==> src/design/tpp_pkg.sv <==
`timescale 1ns / 1ps

package tpp_pkg;

  // Image and fixed-point geometry.
  localparam int unsigned MAX_SIDE  = 4096;
  localparam int unsigned FRAC_BITS = 20;

  // Field widths.
  localparam int unsigned FUNC_W   = 2;
  localparam int unsigned IDX_W    = 12;
  localparam int unsigned STEP_W   = 21;
  localparam int unsigned ORIGIN_W = 23;
  localparam int unsigned PIX_W    = 16;

  // Configuration port.
  localparam int unsigned CFG_IDX_W  = 1;
  localparam int unsigned CFG_DATA_W = ORIGIN_W;

  // Datapath widths. A coordinate is index * step - origin, which needs two
  // bits beyond the product to hold the sign and the +/- offset.
  localparam int unsigned PROD_W  = IDX_W + STEP_W;
  localparam int unsigned COORD_W = PROD_W + 2;
  localparam int unsigned ABS_W   = COORD_W - 1;

  // Pipeline depth from acceptance to the output register.
  localparam int unsigned NUM_STAGES = 6;

  // Geometric constants, rounded half up at FRAC_BITS fraction bits.
  localparam longint ONE_FX  = longint'(1) << FRAC_BITS;
  localparam longint K_RAD   = (16 * ONE_FX + 50) / 100;
  localparam longint K_TRANS = (22 * ONE_FX + 50) / 100;
  localparam longint K_SQ    = (45 * ONE_FX + 50) / 100;
  localparam longint K_SQ_IN = (4365 * ONE_FX + 5000) / 10000;
  localparam longint K_RADIN = (112 * ONE_FX + 500) / 1000;
  localparam longint K_DIAM  = (144 * ONE_FX + 500) / 1000;

  // Disc tests only need magnitudes below the outer radius.
  localparam int unsigned SQR_W   = $clog2(K_RAD + 1);
  localparam int unsigned SQ_W    = 2 * SQR_W;
  localparam int unsigned SUMSQ_W = SQ_W + 1;

  localparam logic [COORD_W-1:0] TRANS_C  = COORD_W'(K_TRANS);
  localparam logic [ABS_W-1:0]   RAD_A    = ABS_W'(K_RAD);
  localparam logic [ABS_W-1:0]   RADIN_A  = ABS_W'(K_RADIN);
  localparam logic [ABS_W-1:0]   SQ_A     = ABS_W'(K_SQ);
  localparam logic [ABS_W-1:0]   SQIN_A   = ABS_W'(K_SQ_IN);
  localparam logic [ABS_W:0]     DIAM_A   = (ABS_W + 1)'(K_DIAM);
  localparam logic [SUMSQ_W-1:0] RAD_SQ   = SUMSQ_W'(K_RAD * K_RAD);
  localparam logic [SUMSQ_W-1:0] RADIN_SQ = SUMSQ_W'(K_RADIN * K_RADIN);

  // Output levels, unsigned Q2.14.
  localparam logic [PIX_W-1:0] V_I_HI    = 16'd24576;
  localparam logic [PIX_W-1:0] V_I_MID   = 16'd17203;
  localparam logic [PIX_W-1:0] V_II_LO   = 16'd3277;
  localparam logic [PIX_W-1:0] V_II_HI   = 16'd32768;
  localparam logic [PIX_W-1:0] V_III_LO  = 16'd8192;
  localparam logic [PIX_W-1:0] V_III_HI  = 16'd16384;
  localparam logic [PIX_W-1:0] V_III_MID = 16'd18022;

  // Phantom variants.
  typedef enum logic [FUNC_W-1:0] {
    FUNC_DENSITY      = 2'd0,
    FUNC_TRANSMISSION = 2'd1,
    FUNC_ATTENUATION  = 2'd2
  } func_e;

  // Configuration register indexes.
  typedef enum logic [CFG_IDX_W-1:0] {
    CFG_COORD_STEP   = 1'b0,
    CFG_COORD_ORIGIN = 1'b1
  } cfg_reg_e;

  // Magnitudes of the plain and offset coordinates of one pixel.
  typedef struct packed {
    logic              blank;
    logic [FUNC_W-1:0] func;
    logic [ABS_W-1:0]  ax;
    logic [ABS_W-1:0]  ay;
    logic [ABS_W-1:0]  axp;
    logic [ABS_W-1:0]  axm;
    logic [ABS_W-1:0]  ayp;
    logic [ABS_W-1:0]  aym;
  } coord_t;

endpackage

==> src/design/tomography_phantom_pixel_unit.sv <==
`timescale 1ns / 1ps

// Test phantom pixel generator. Each input beat names a pixel by row_i and
// col_i and picks a phantom variant with func_i; each output beat carries
// the pixel's attenuation in unsigned Q2.14 on pixel_value_o.
// Both channels use valid and stall: a beat moves at a rising edge where
// valid is high and stall is low.
// The datapath is a six-stage pipeline (scale, center, magnitude, box
// tests, squares, disc tests and selection), and one pixel is taken every
// cycle while stall_o is low.
// When stall_i holds a result, the stages behind it keep moving into any
// empty slots; stall_o rises only once every stage holds a pixel.
// The config channel (cfg_valid_i, cfg_ready_o, cfg_index_i, cfg_wdata_i)
// writes coord_step (index 0) and coord_origin (index 1); it is always
// ready and must only be used while the pipeline is empty.
// Reset empties the pipeline and loads the default step and origin.
module tomography_phantom_pixel_unit (
  input  logic                            clk_i,
  input  logic                            rst_ni,
  input  logic                            valid_i,
  output logic                            stall_o,
  input  logic [tpp_pkg::FUNC_W-1:0]      func_i,
  input  logic [tpp_pkg::IDX_W-1:0]       row_i,
  input  logic [tpp_pkg::IDX_W-1:0]       col_i,
  output logic                            valid_o,
  input  logic                            stall_i,
  output logic [tpp_pkg::PIX_W-1:0]       pixel_value_o,
  input  logic                            cfg_valid_i,
  output logic                            cfg_ready_o,
  input  logic [tpp_pkg::CFG_IDX_W-1:0]   cfg_index_i,
  input  logic [tpp_pkg::CFG_DATA_W-1:0]  cfg_wdata_i
);

  localparam int unsigned NS = tpp_pkg::NUM_STAGES;

  // Configuration registers.
  logic [tpp_pkg::STEP_W-1:0]   coord_step_d, coord_step_q;
  logic [tpp_pkg::ORIGIN_W-1:0] coord_origin_d, coord_origin_q;

  assign cfg_ready_o = 1'b1;

  always_comb begin
    coord_step_d   = coord_step_q;
    coord_origin_d = coord_origin_q;
    if (cfg_valid_i) begin
      case (cfg_index_i)
        tpp_pkg::CFG_COORD_STEP: begin
          coord_step_d = cfg_wdata_i[tpp_pkg::STEP_W-1:0];
        end
        tpp_pkg::CFG_COORD_ORIGIN: begin
          coord_origin_d = cfg_wdata_i;
        end
        default: begin
          coord_step_d = coord_step_q;
        end
      endcase
    end
  end

  always_ff @(posedge clk_i or negedge rst_ni) begin
    if (!rst_ni) begin
      coord_step_q   <= 21'd1382;
      coord_origin_q <= 23'd741455;
    end else begin
      coord_step_q   <= coord_step_d;
      coord_origin_q <= coord_origin_d;
    end
  end

  // Pipeline control: a stage loads when it is empty or its successor moves.
  logic [NS-1:0] v_d, v_q, en;

  always_comb begin
    en[NS-1] = !v_q[NS-1] || !stall_i;
    for (int k = NS - 2; k >= 0; k--) begin
      en[k] = !v_q[k] || en[k+1];
    end
    v_d[0] = en[0] ? valid_i : v_q[0];
    for (int k = 1; k < NS; k++) begin
      v_d[k] = en[k] ? v_q[k-1] : v_q[k];
    end
  end

  always_ff @(posedge clk_i or negedge rst_ni) begin
    if (!rst_ni) begin
      v_q <= '0;
    end else begin
      v_q <= v_d;
    end
  end

  assign stall_o = !en[0];
  assign valid_o = v_q[NS-1];

  // Datapath.
  tpp_pkg::coord_t coord;

  tpp_coord u_coord (
    .clk_i          (clk_i),
    .en_i           (en[2:0]),
    .func_i         (func_i),
    .row_i          (row_i),
    .col_i          (col_i),
    .coord_step_i   (coord_step_q),
    .coord_origin_i (coord_origin_q),
    .coord_o        (coord)
  );

  tpp_region u_region (
    .clk_i         (clk_i),
    .en_i          (en[5:3]),
    .coord_i       (coord),
    .pixel_value_o (pixel_value_o)
  );

  // Checks.
  logic in_beat, out_beat;

  assign in_beat  = valid_i && !stall_o;
  assign out_beat = valid_o && !stall_i;

  // Input stalls only when every stage holds a pixel.
  a_stall_full: assert property (@(posedge clk_i) disable iff (!rst_ni)
    stall_o |-> (&v_q))
    else $error("input stalled while the pipeline has an empty stage");

  // Pixels in flight change only by accepted and delivered beats.
  a_count: assert property (@(posedge clk_i) disable iff (!rst_ni)
    $past(rst_ni) |->
      ($countones(v_q) == $countones($past(v_q)) + int'($past(in_beat)) -
                          int'($past(out_beat))))
    else $error("pixel lost or duplicated in the pipeline");

  // Every delivered value is one of the phantom levels.
  a_level: assert property (@(posedge clk_i) disable iff (!rst_ni)
    valid_o |-> (pixel_value_o == '0) ||
                (pixel_value_o == tpp_pkg::V_I_HI) ||
                (pixel_value_o == tpp_pkg::V_I_MID) ||
                (pixel_value_o == tpp_pkg::V_II_LO) ||
                (pixel_value_o == tpp_pkg::V_II_HI) ||
                (pixel_value_o == tpp_pkg::V_III_LO) ||
                (pixel_value_o == tpp_pkg::V_III_HI) ||
                (pixel_value_o == tpp_pkg::V_III_MID))
    else $error("pixel value is not a phantom level");

endmodule

==> src/design/tpp_coord.sv <==
`timescale 1ns / 1ps

module tpp_coord (
  input  logic                          clk_i,
  input  logic [2:0]                    en_i,
  input  logic [tpp_pkg::FUNC_W-1:0]    func_i,
  input  logic [tpp_pkg::IDX_W-1:0]     row_i,
  input  logic [tpp_pkg::IDX_W-1:0]     col_i,
  input  logic [tpp_pkg::STEP_W-1:0]    coord_step_i,
  input  logic [tpp_pkg::ORIGIN_W-1:0]  coord_origin_i,
  output tpp_pkg::coord_t               coord_o
);

  localparam int unsigned PW = tpp_pkg::PROD_W;
  localparam int unsigned CW = tpp_pkg::COORD_W;
  localparam int unsigned AW = tpp_pkg::ABS_W;

  function automatic logic [AW-1:0] mag(input logic signed [CW-1:0] v);
    logic signed [CW-1:0] neg;
    neg = -v;
    return v[CW-1] ? neg[AW-1:0] : v[AW-1:0];
  endfunction

  // Stage 1: scale the indices by the step.
  logic [PW-1:0]              px_d, py_d, px_q, py_q;
  logic [tpp_pkg::FUNC_W-1:0] s1_func_q;
  logic                       blank_d, s1_blank_q;

  assign px_d = PW'(row_i) * PW'(coord_step_i);
  assign py_d = PW'(col_i) * PW'(coord_step_i);

  // An unused variant or an index beyond the image gives a zero pixel.
  assign blank_d = (func_i != tpp_pkg::FUNC_DENSITY) &&
                   (func_i != tpp_pkg::FUNC_TRANSMISSION) &&
                   (func_i != tpp_pkg::FUNC_ATTENUATION) ||
                   (32'(row_i) >= tpp_pkg::MAX_SIDE) ||
                   (32'(col_i) >= tpp_pkg::MAX_SIDE);

  always_ff @(posedge clk_i) begin
    if (en_i[0]) begin
      px_q       <= px_d;
      py_q       <= py_d;
      s1_func_q  <= func_i;
      s1_blank_q <= blank_d;
    end
  end

  // Stage 2: shift to the centered origin.
  logic signed [CW-1:0]       x_d, y_d, x_q, y_q;
  logic [tpp_pkg::FUNC_W-1:0] s2_func_q;
  logic                       s2_blank_q;

  assign x_d = $signed({2'b00, px_q}) - $signed(CW'(coord_origin_i));
  assign y_d = $signed({2'b00, py_q}) - $signed(CW'(coord_origin_i));

  always_ff @(posedge clk_i) begin
    if (en_i[1]) begin
      x_q        <= x_d;
      y_q        <= y_d;
      s2_func_q  <= s1_func_q;
      s2_blank_q <= s1_blank_q;
    end
  end

  // Stage 3: magnitudes of the plain and offset coordinates.
  tpp_pkg::coord_t      coord_d, coord_q;
  logic signed [CW-1:0] xp, xm, yp, ym;

  always_comb begin
    xp            = x_q + $signed(tpp_pkg::TRANS_C);
    xm            = x_q - $signed(tpp_pkg::TRANS_C);
    yp            = y_q + $signed(tpp_pkg::TRANS_C);
    ym            = y_q - $signed(tpp_pkg::TRANS_C);
    coord_d.blank = s2_blank_q;
    coord_d.func  = s2_func_q;
    coord_d.ax    = mag(x_q);
    coord_d.ay    = mag(y_q);
    coord_d.axp   = mag(xp);
    coord_d.axm   = mag(xm);
    coord_d.ayp   = mag(yp);
    coord_d.aym   = mag(ym);
  end

  always_ff @(posedge clk_i) begin
    if (en_i[2]) begin
      coord_q <= coord_d;
    end
  end

  assign coord_o = coord_q;

endmodule

==> src/design/tpp_region.sv <==
`timescale 1ns / 1ps

module tpp_region (
  input  logic                       clk_i,
  input  logic [2:0]                 en_i,
  input  tpp_pkg::coord_t            coord_i,
  output logic [tpp_pkg::PIX_W-1:0]  pixel_value_o
);

  localparam int unsigned AW  = tpp_pkg::ABS_W;
  localparam int unsigned RW  = tpp_pkg::SQR_W;
  localparam int unsigned QW  = tpp_pkg::SQ_W;
  localparam int unsigned SW  = tpp_pkg::SUMSQ_W;

  typedef struct packed {
    logic                       blank;
    logic [tpp_pkg::FUNC_W-1:0] func;
    logic                       outer;
    logic                       box_ul;
    logic                       box_dr;
    logic                       boxin_dr;
    logic                       box_dl;
    logic                       diam;
    logic                       box_ur;
  } flags_t;

  // Saturate a magnitude to the disc range; beyond it the box test fails.
  function automatic logic [RW-1:0] clamp(input logic [AW-1:0] a);
    return (|a[AW-1:RW]) ? {RW{1'b1}} : a[RW-1:0];
  endfunction

  // Stage 4: box, diamond and outer square tests.
  flags_t        fl_d, s4_fl_q;
  logic [RW-1:0] cxp_q, cxm_q, cyp_q, cym_q;
  logic          lt_sq, eq_in;

  always_comb begin
    lt_sq = (coord_i.ax < tpp_pkg::SQ_A) && (coord_i.ay < tpp_pkg::SQ_A);
    // max(|x|,|y|) equal to the inner square side exactly does not match.
    eq_in = ((coord_i.ax == tpp_pkg::SQIN_A) && (coord_i.ay <= tpp_pkg::SQIN_A)) ||
            ((coord_i.ay == tpp_pkg::SQIN_A) && (coord_i.ax <= tpp_pkg::SQIN_A));
    fl_d.blank    = coord_i.blank;
    fl_d.func     = coord_i.func;
    fl_d.outer    = lt_sq && !eq_in;
    fl_d.box_ul   = (coord_i.axp < tpp_pkg::RAD_A) && (coord_i.ayp < tpp_pkg::RAD_A);
    fl_d.box_dr   = (coord_i.axm < tpp_pkg::RAD_A) && (coord_i.aym < tpp_pkg::RAD_A);
    fl_d.boxin_dr = (coord_i.axm < tpp_pkg::RADIN_A) && (coord_i.aym < tpp_pkg::RADIN_A);
    fl_d.box_dl   = (coord_i.axm < tpp_pkg::RAD_A) && (coord_i.ayp < tpp_pkg::RAD_A);
    fl_d.diam     = ((AW + 1)'(coord_i.axm) + (AW + 1)'(coord_i.ayp)) < tpp_pkg::DIAM_A;
    fl_d.box_ur   = (coord_i.axp < tpp_pkg::RAD_A) && (coord_i.aym < tpp_pkg::RAD_A);
  end

  always_ff @(posedge clk_i) begin
    if (en_i[0]) begin
      s4_fl_q <= fl_d;
      cxp_q   <= clamp(coord_i.axp);
      cxm_q   <= clamp(coord_i.axm);
      cyp_q   <= clamp(coord_i.ayp);
      cym_q   <= clamp(coord_i.aym);
    end
  end

  // Stage 5: squares of the offset magnitudes.
  flags_t        s5_fl_q;
  logic [QW-1:0] sxp_q, sxm_q, syp_q, sym_q;

  always_ff @(posedge clk_i) begin
    if (en_i[1]) begin
      s5_fl_q <= s4_fl_q;
      sxp_q   <= QW'(cxp_q) * QW'(cxp_q);
      sxm_q   <= QW'(cxm_q) * QW'(cxm_q);
      syp_q   <= QW'(cyp_q) * QW'(cyp_q);
      sym_q   <= QW'(cym_q) * QW'(cym_q);
    end
  end

  // Stage 6: disc tests and the ordered overwrite, last match wins.
  logic [tpp_pkg::PIX_W-1:0] lo, hi, pix_d, pix_q;
  logic                      disc_in, disc_dl, disc_ur;

  always_comb begin
    case (s5_fl_q.func)
      tpp_pkg::FUNC_DENSITY: begin
        lo = '0;
        hi = tpp_pkg::V_I_HI;
      end
      tpp_pkg::FUNC_TRANSMISSION: begin
        lo = tpp_pkg::V_II_LO;
        hi = tpp_pkg::V_II_HI;
      end
      default: begin
        lo = tpp_pkg::V_III_LO;
        hi = tpp_pkg::V_III_HI;
      end
    endcase

    disc_in = s5_fl_q.boxin_dr && ((SW'(sxm_q) + SW'(sym_q)) < tpp_pkg::RADIN_SQ);
    disc_dl = s5_fl_q.box_dl && ((SW'(sxm_q) + SW'(syp_q)) < tpp_pkg::RAD_SQ);
    disc_ur = s5_fl_q.box_ur && ((SW'(sxp_q) + SW'(sym_q)) < tpp_pkg::RAD_SQ);

    pix_d = '0;
    if ((s5_fl_q.func != tpp_pkg::FUNC_DENSITY) && s5_fl_q.outer) begin
      pix_d = lo;
    end
    if (s5_fl_q.box_ul) begin
      pix_d = hi;
    end
    if (s5_fl_q.box_dr) begin
      pix_d = hi;
    end
    if (disc_in) begin
      if (s5_fl_q.func == tpp_pkg::FUNC_DENSITY) begin
        pix_d = tpp_pkg::V_I_MID;
      end else if (s5_fl_q.func == tpp_pkg::FUNC_ATTENUATION) begin
        pix_d = tpp_pkg::V_III_MID;
      end
    end
    if (disc_dl) begin
      pix_d = hi;
    end
    if (s5_fl_q.diam) begin
      pix_d = lo;
    end
    if (disc_ur) begin
      pix_d = hi;
    end
    if (s5_fl_q.blank) begin
      pix_d = '0;
    end
  end

  always_ff @(posedge clk_i) begin
    if (en_i[2]) begin
      pix_q <= pix_d;
    end
  end

  assign pixel_value_o = pix_q;

endmodule
==> config.mk <==
export PLATFORM = sky130hd
export DESIGN_NAME = tomography_phantom_pixel_unit
export DESIGN_NICKNAME = d
export VERILOG_FILES = /design/src/design/tpp_pkg.sv /design/src/design/tomography_phantom_pixel_unit.sv /design/src/design/tpp_coord.sv /design/src/design/tpp_region.sv
export SDC_FILE = /design/constraint.sdc
export NUM_CORES = 2
export LEC_CHECK = 0
export CELL_PAD_IN_SITES_DETAIL_PLACEMENT = 0
export CELL_PAD_IN_SITES_GLOBAL_PLACEMENT = 1
export CORE_MARGIN = 3
export CORE_UTILIZATION = 25
export CTS_BUF_LIST = sky130_fd_sc_hd__clkbuf_4
export DETAILED_ROUTE_END_ITERATION = 8
export DONT_BUFFER_PORTS = 1
export HOLD_SLACK_MARGIN = 0.02
export PLACE_DENSITY_LB_ADDON = 0.1
export SYNTH_ARGS = -nofsm -noshare
export SYNTH_HDL_FRONTEND = slang
export SYNTH_SLANG_ARGS = --single-unit
==> constraint.sdc <==
create_clock -name clk_i -period 16.5 [get_ports clk_i]
set_input_delay 2.475 -clock clk_i [delete_from_list [all_inputs] [get_ports clk_i]]
set_output_delay 2.475 -clock clk_i [all_outputs]
set_load 0.02 [all_outputs]
Yosys cells after proc, flatten, opt, wreduce, memory -nomap -nowiden
Index checks and enable logic that the tools add are counted.
{"block": "word_totals", "reg_bits": 649, "out_inout_bits": 19}
{"block": "op_classes", "n_addsub": 16, "multipliers": 6, "magnitude_cmp": 14, "n_eq_ne": 6, "n_mux": 17, "n_bitwise": 1, "n_reduce_logical": 40}
{"operator": "34-bit 2-to-1 mux", "n": 6}
{"operator": "34-bit negation", "n": 6}
{"operator": "18-bit by 18-bit multiplier with 36-bit output", "n": 4}
{"operator": "34-bit by 18-bit < comparator with 1-bit output, second input constant", "n": 4}
{"operator": "16-bit 2-to-1 mux", "n": 8}
{"operator": "36-bit by 36-bit adder with 37-bit output", "n": 3}
{"operator": "37-bit by 35-bit < comparator with 1-bit output, second input constant", "n": 2}
{"operator": "34-bit by 19-bit adder with 35-bit output, second input constant", "n": 2}
{"operator": "34-bit by 19-bit subtractor with 35-bit output, second input constant", "n": 2}
{"operator": "34-bit by 19-bit == test with 1-bit output, second input constant", "n": 2}
{"operator": "34-bit by 19-bit <= comparator with 1-bit output, second input constant", "n": 2}
{"operator": "34-bit by 17-bit < comparator with 1-bit output, second input constant", "n": 2}
{"operator": "34-bit by 19-bit < comparator with 1-bit output, second input constant", "n": 2}
{"operator": "33-bit by 23-bit subtractor with 34-bit output", "n": 2}
{"operator": "12-bit by 21-bit multiplier with 33-bit output", "n": 2}
{"operator": "16-bit OR reduction", "n": 4}
{"operator": "37-bit by 34-bit < comparator with 1-bit output, second input constant", "n": 1}
{"operator": "34-bit by 34-bit adder with 35-bit output", "n": 1}
{"operator": "35-bit by 18-bit < comparator with 1-bit output, second input constant", "n": 1}
{"operator": "16-bit case mux with 2 select lines", "n": 1}
{"operator": "14-bit case mux with 2 select lines", "n": 1}
{"operator": "1-bit logical AND", "n": 15}
{"operator": "14-bit 2-to-1 mux", "n": 1}
{"operator": "1-bit logical NOT", "n": 9}
{"operator": "9 further kinds", "n": 17}

Depth between registers and ports, before layout
{"block": "logic_depth", "ltp_word": 11, "ltp_mapped": 29, "mapped_depth_nobuf": 28}

Cells and area by module
A second synthesis with hierarchy kept.
{"block": "unflattened", "cells_unflattened": 9501, "area_unflattened_um2": 89937.5}
{"mod": "tpp_region", "instances": 1, "cells_each": 5454, "area_each_um2": 51070.2, "seq_area_each_um2": 7146.9}
{"mod": "tpp_coord", "instances": 1, "cells_each": 3930, "area_each_um2": 36866.6, "seq_area_each_um2": 10359.9}
{"mod": "tomography_phantom_pixel_unit", "instances": 1, "cells_each": 117, "area_each_um2": 2000.7, "seq_area_each_um2": 1271.2}

Worst setup path after synthesis
No wires, ideal clock.
{"block": "synth_path", "path_type": "input to register", "from": "input col_i[3] (netlist bit)", "to": "register u_coord.py_q[32], data pin", "arrival_ns": 8.124, "setup_slack_ns": 8.108, "stages": 23, "path_cell_list": "clkbuf_1 > nand2_1 > fa_1 > inv_1 > fa_1 > fa_1 > inv_1 > fa_1 > inv_1 > fa_1 > ha_1 > or3_1 > o21ba_2 > o2111ai_1 > and4_1 > o31ai_1 > o41ai_1 > o2111ai_1 > a31oi_1 > nor2_1 > o21a_1 > o41ai_1 > xnor2_1"}
{"block": "synth_via", "elab_chain_len": 1}
{"element": "start: declaration", "line_no": "tomography_phantom_pixel_unit.sv:24", "rtl": "input logic [tpp_pkg::IDX_W-1:0] col_i,"}
{"element": "12-bit by 21-bit multiplier with 33-bit output", "line_no": "tpp_coord.sv:30", "rtl": "assign py_d = PW'(col_i) * PW'(coord_step_i);"}
{"element": "named net u_coord.py_d[32]", "line_no": "tpp_coord.sv:25", "rtl": "logic [PW-1:0] px_d, py_d, px_q, py_q;"}
{"element": "end signal: assignment", "line_no": "tpp_coord.sv:42", "rtl": "py_q <= py_d;"}
{"element": "end: declaration", "line_no": "tpp_coord.sv:25"}
The timed path passes the listed nets, and every way through them passes these cells.
A chain may end at the register's enable or synchronous reset.

Worst setup path after layout
{"block": "layout_path", "from": "register u_region.cyp_q[4]", "to": "register u_region.syp_q[33], data pin"}
{"block": "layout_via", "elab_chain_len": 1}
{"element": "start: declaration", "line_no": "tpp_region.sv:34", "rtl": "logic [RW-1:0] cxp_q, cxm_q, cyp_q, cym_q;"}
{"element": "start signal: assignment", "line_no": "tpp_region.sv:58", "rtl": "cyp_q <= clamp(coord_i.ayp);"}
{"element": "18-bit by 18-bit multiplier with 36-bit output", "line_no": "tpp_region.sv:72", "rtl": "syp_q <= QW'(cyp_q) * QW'(cyp_q);"}
{"element": "end signal: assignment", "line_no": "tpp_region.sv:72"}
{"element": "end: declaration", "line_no": "tpp_region.sv:65", "rtl": "logic [QW-1:0] sxp_q, sxm_q, syp_q, sym_q;"}
No other way between the ends.

==> flow_summary.yaml <==
yosys:
  ys_seq_area_share_pct: 21.2
  syn_nets: 11400
  synth-async-reset-ratio_pct: 7.90
  synth_cell_types: 97
  yosys_warnings: 0
  synth_flop_cell: "edfxtp_1"
  avgSynthCellArea_um2: 9.52
  synth_edf_count: 583
  syn_area_mm2: 0.0886
  syn_inst: 9310
  ys_ff_latch: 633
power_and_ir_drop:
  p_clk_share_pct: 11.5
  p_sw_mw: 6.68
  power_frac_seq_pct: 25.1
  p_sw_share_pct: 46.8
  p_comb_share_pct: 63.4
  p_per_area_mw_per_mm2: 148
  ir_drop_mv: 0.181
  p_int_mw: 7.60
  leakage_nw: 42.1
placement:
  io_buffers: 0
  dpl.hpwl_mm: 217
  dp_slack_ns: 7.70
  postPlaceCellArea_mm2: 0.0939
  place.gp.congestion: 0.806
worst_setup_path:
  startpoint_type: "flip-flop"
  rrSetupSlack_ns: 8.16
  cp_slowest_stage_delay_ns: 0.89
  cp_top_family: "adder cells"
  worstReg2RegStart: "u_region.cyp_q[4]"
  setup.worst_path.class: "reg -> reg"
  crit_start: "u_region.cyp_q[4]"
  worstPathMaxFanout: 19
  crit_buf_inv: 6
  crit_slowest_cell: "edfxtp_1"
  crit_path_end_kind: "flip-flop"
  crit_arrival_ns: 9.18
  critPathRequiredTime_ns: 17.34
layout:
  finalInstanceArea_mm2: 0.0965
  layout-area-overhead-vs-synth_pct: 8.85
  nNetsFinal: 11400
  drive_above_1_share_pct: 6.47
  fill_cells: 37500
timing:
  setup_viol: 0
  skew_ns: 0.127
  period_share_pct: 50.6
  drv_slew: 0
  slew_headroom_pct: 24.1
  fin_crit_ns: 8.34
  hold_viol_final: 0
  postLayoutSetupSlackWorst_ns: 8.16
  rsz0062_at_grt: "false"
  max_freq_mhz: 120
  worst_pin_slew_ns: 1.12
  setup-tns-final_ns: 0
clock_network:
  clkSlewWorstSetupHoldPaths_ns: 0.06
  cts_resized: 0
  postCtsSetupBuffers: 0
  clkLatencyLatePin_ns: 1.20
  cts_tree: "yes"
  cts_buffers: 196
  clock_path_buffers: 4
  numClockSinks: 633
  htree_levels: 4
  cts_hold_buffers: 0
  root_buffer: "clkbuf_4"
detailed_routing:
  drc: 0
  vias_per_cell: 4.38
  drtAntennaViolNets: 0
  drtIter0Drc: 2602
  vias: 61900
  routed_wirelength_mm: 266
  dr.pass1.iters: 5
  wl_per_cell_um: 18.8
die:
  num_rows: 217
  die_area_mm2: 0.362
  fp.dieH_um: 601
  initial_core_util_pct: 25.2
  die_w_um: 601
  core_area_mm2: 0.351
  io_pins: 74
outcome:
  status: "finished clean"
grt:
  antenna_found_initial: 21
  grt_max_degree: 76
  grt_pass1_wl_mm: 417
  grtUsageTotal_pct: 14.8
  grt.overflow.total: 0
  grt_pass1_vias: 68600
hold_path:
  min_from: "u_coord.s2_func_q[1]"
  hold_class: "reg -> reg"
flow_run:
  maxCapViolations: 0
[registers in the layout (all words and copies together), names as in the netlist, 6 cells and up]
signal	cells
u_coord.coord_o	205
u_region.sxm_q	35
u_region.sym_q	35
u_coord.x_q	34
u_coord.y_q	34
u_region.sxp_q	34
u_region.syp_q	34
u_coord.px_q	33
u_coord.py_q	33
coord_origin_q	23
coord_step_q	21
u_region.cxm_q	18
u_region.cxp_q	18
u_region.cym_q	18
u_region.cyp_q	18
u_region.s4_fl_q	10
u_region.s5_fl_q	10
u_region.pixel_value_o	8
v_q	6
[layer usage]
layer  share of wire, %  wire length (µm)  global-route usage (%)  vias up
met2                 51            136000                    27.0      716
met1                 44            118000                    18.6    30900
li1                   -                 -                       -    30000
met5             0.0079                21                       0        -
met4                2.3              6230                    3.55        4
met3                2.3              6110                    1.47      284
[metrics by stage]
stage | power, mW | utilization (%) | hold WS, ns | instances
after floorplan | 10.3 | - | 0.400 | 9310
after global placement | 12.8 | 26.8 | 0.402 | 13800
after detailed placement | 12.8 | 26.8 | 0.406 | 13800
after CTS | 14.6 | 27.5 | 0.419 | 14100
after global routing | 15.9 | 27.5 | 0.420 | 14100
final | 14.3 | 27.5 | 0.419 | 14100
[cell usage in the layout (no fill, tap or decap), types with 62 or more instances in the layout]
cell type / n
or2_2: 106
and3_1: 62
nand3_1: 123
and2_1: 493
inv_1: 1830
a21o_1: 96
clkbuf_4: 272
nand4_1: 62
xnor2_1: 470
nand2_1: 973
buf_4: 84
o21a_1: 76
ha_1: 772
a21oi_1: 305
o21ai_0: 264
nor3_1: 124
fa_1: 1266
xor2_1: 133
edfxtp_1: 583
nor2_1: 383
[power by group through the flow]
stage                     Clock (mW)  Combinational (mW)  Sequential, mW
after floorplan                    0                7.21            3.07
after global routing            1.82                10.4            3.67
after global placement             0                9.18            3.66
final                           1.64                9.05            3.59
after CTS                       1.75                9.23            3.63
after detailed placement           0                9.15            3.66
[synthesized netlist by cell type (all sizes together), types with 76 or more instances]
| cell | number | area [µm²] |
|---|---|---|
| clkbuf | 288 | 1080 |
| and2 | 494 | 3090 |
| ha | 772 | 9660 |
| nand2 | 975 | 3660 |
| o21ai | 269 | 1350 |
| a21o | 96 | 721 |
| xnor2 | 470 | 4120 |
| o21a | 76 | 571 |
| edfxtp | 583 | 17500 |
| nor3 | 124 | 621 |
| xor2 | 133 | 1160 |
| nand3 | 124 | 621 |
| inv | 1832 | 6880 |
| fa | 1266 | 25300 |
| a21oi | 306 | 1540 |
| or2 | 108 | 676 |
| nor2 | 384 | 1450 |
[final timing paths]
check,cells past startpoint,to
setup / recovery,26,u_region.syp_q[33]
setup reg to reg,26,u_region.syp_q[33]
max in group asynchronous,0,coord_origin_q[2]
min in group asynchronous,0,coord_step_q[13]
hold reg to reg,0,u_coord.coord_o[205]
hold / removal,0,u_coord.coord_o[205]
[kinds of logic after synthesis]
group                    after synthesis  synth area share [%]
AND/OR/NAND/NOR                     2635                  14.6
buffers and inverters               2154                  9.20
adder cells (fa/ha/maj)             2038                  39.5
AO/OA/AOI/OAI                       1184                  8.73
flip-flops                           633                  21.2
XOR/XNOR                             603                  5.96
multiplexers                          61                 0.774
other                                  2               0.00848
[final cells by class]
cell class | count | area, µm² | area share [%]
multi-input combinational | 6523 | 61700 | 64.0
antenna | 10 | 25.0 | 0.0259
inverter | 1832 | 6890 | 7.14
timing repair buffer | 84 | 631 | 0.654
clock inverter | 71 | 470 | 0.488
clock buffer | 272 | 2040 | 2.12
sequential | 633 | 18800 | 19.5
tap | 4708 | 5890 | 6.11
(Power assumes the default switching activity.)
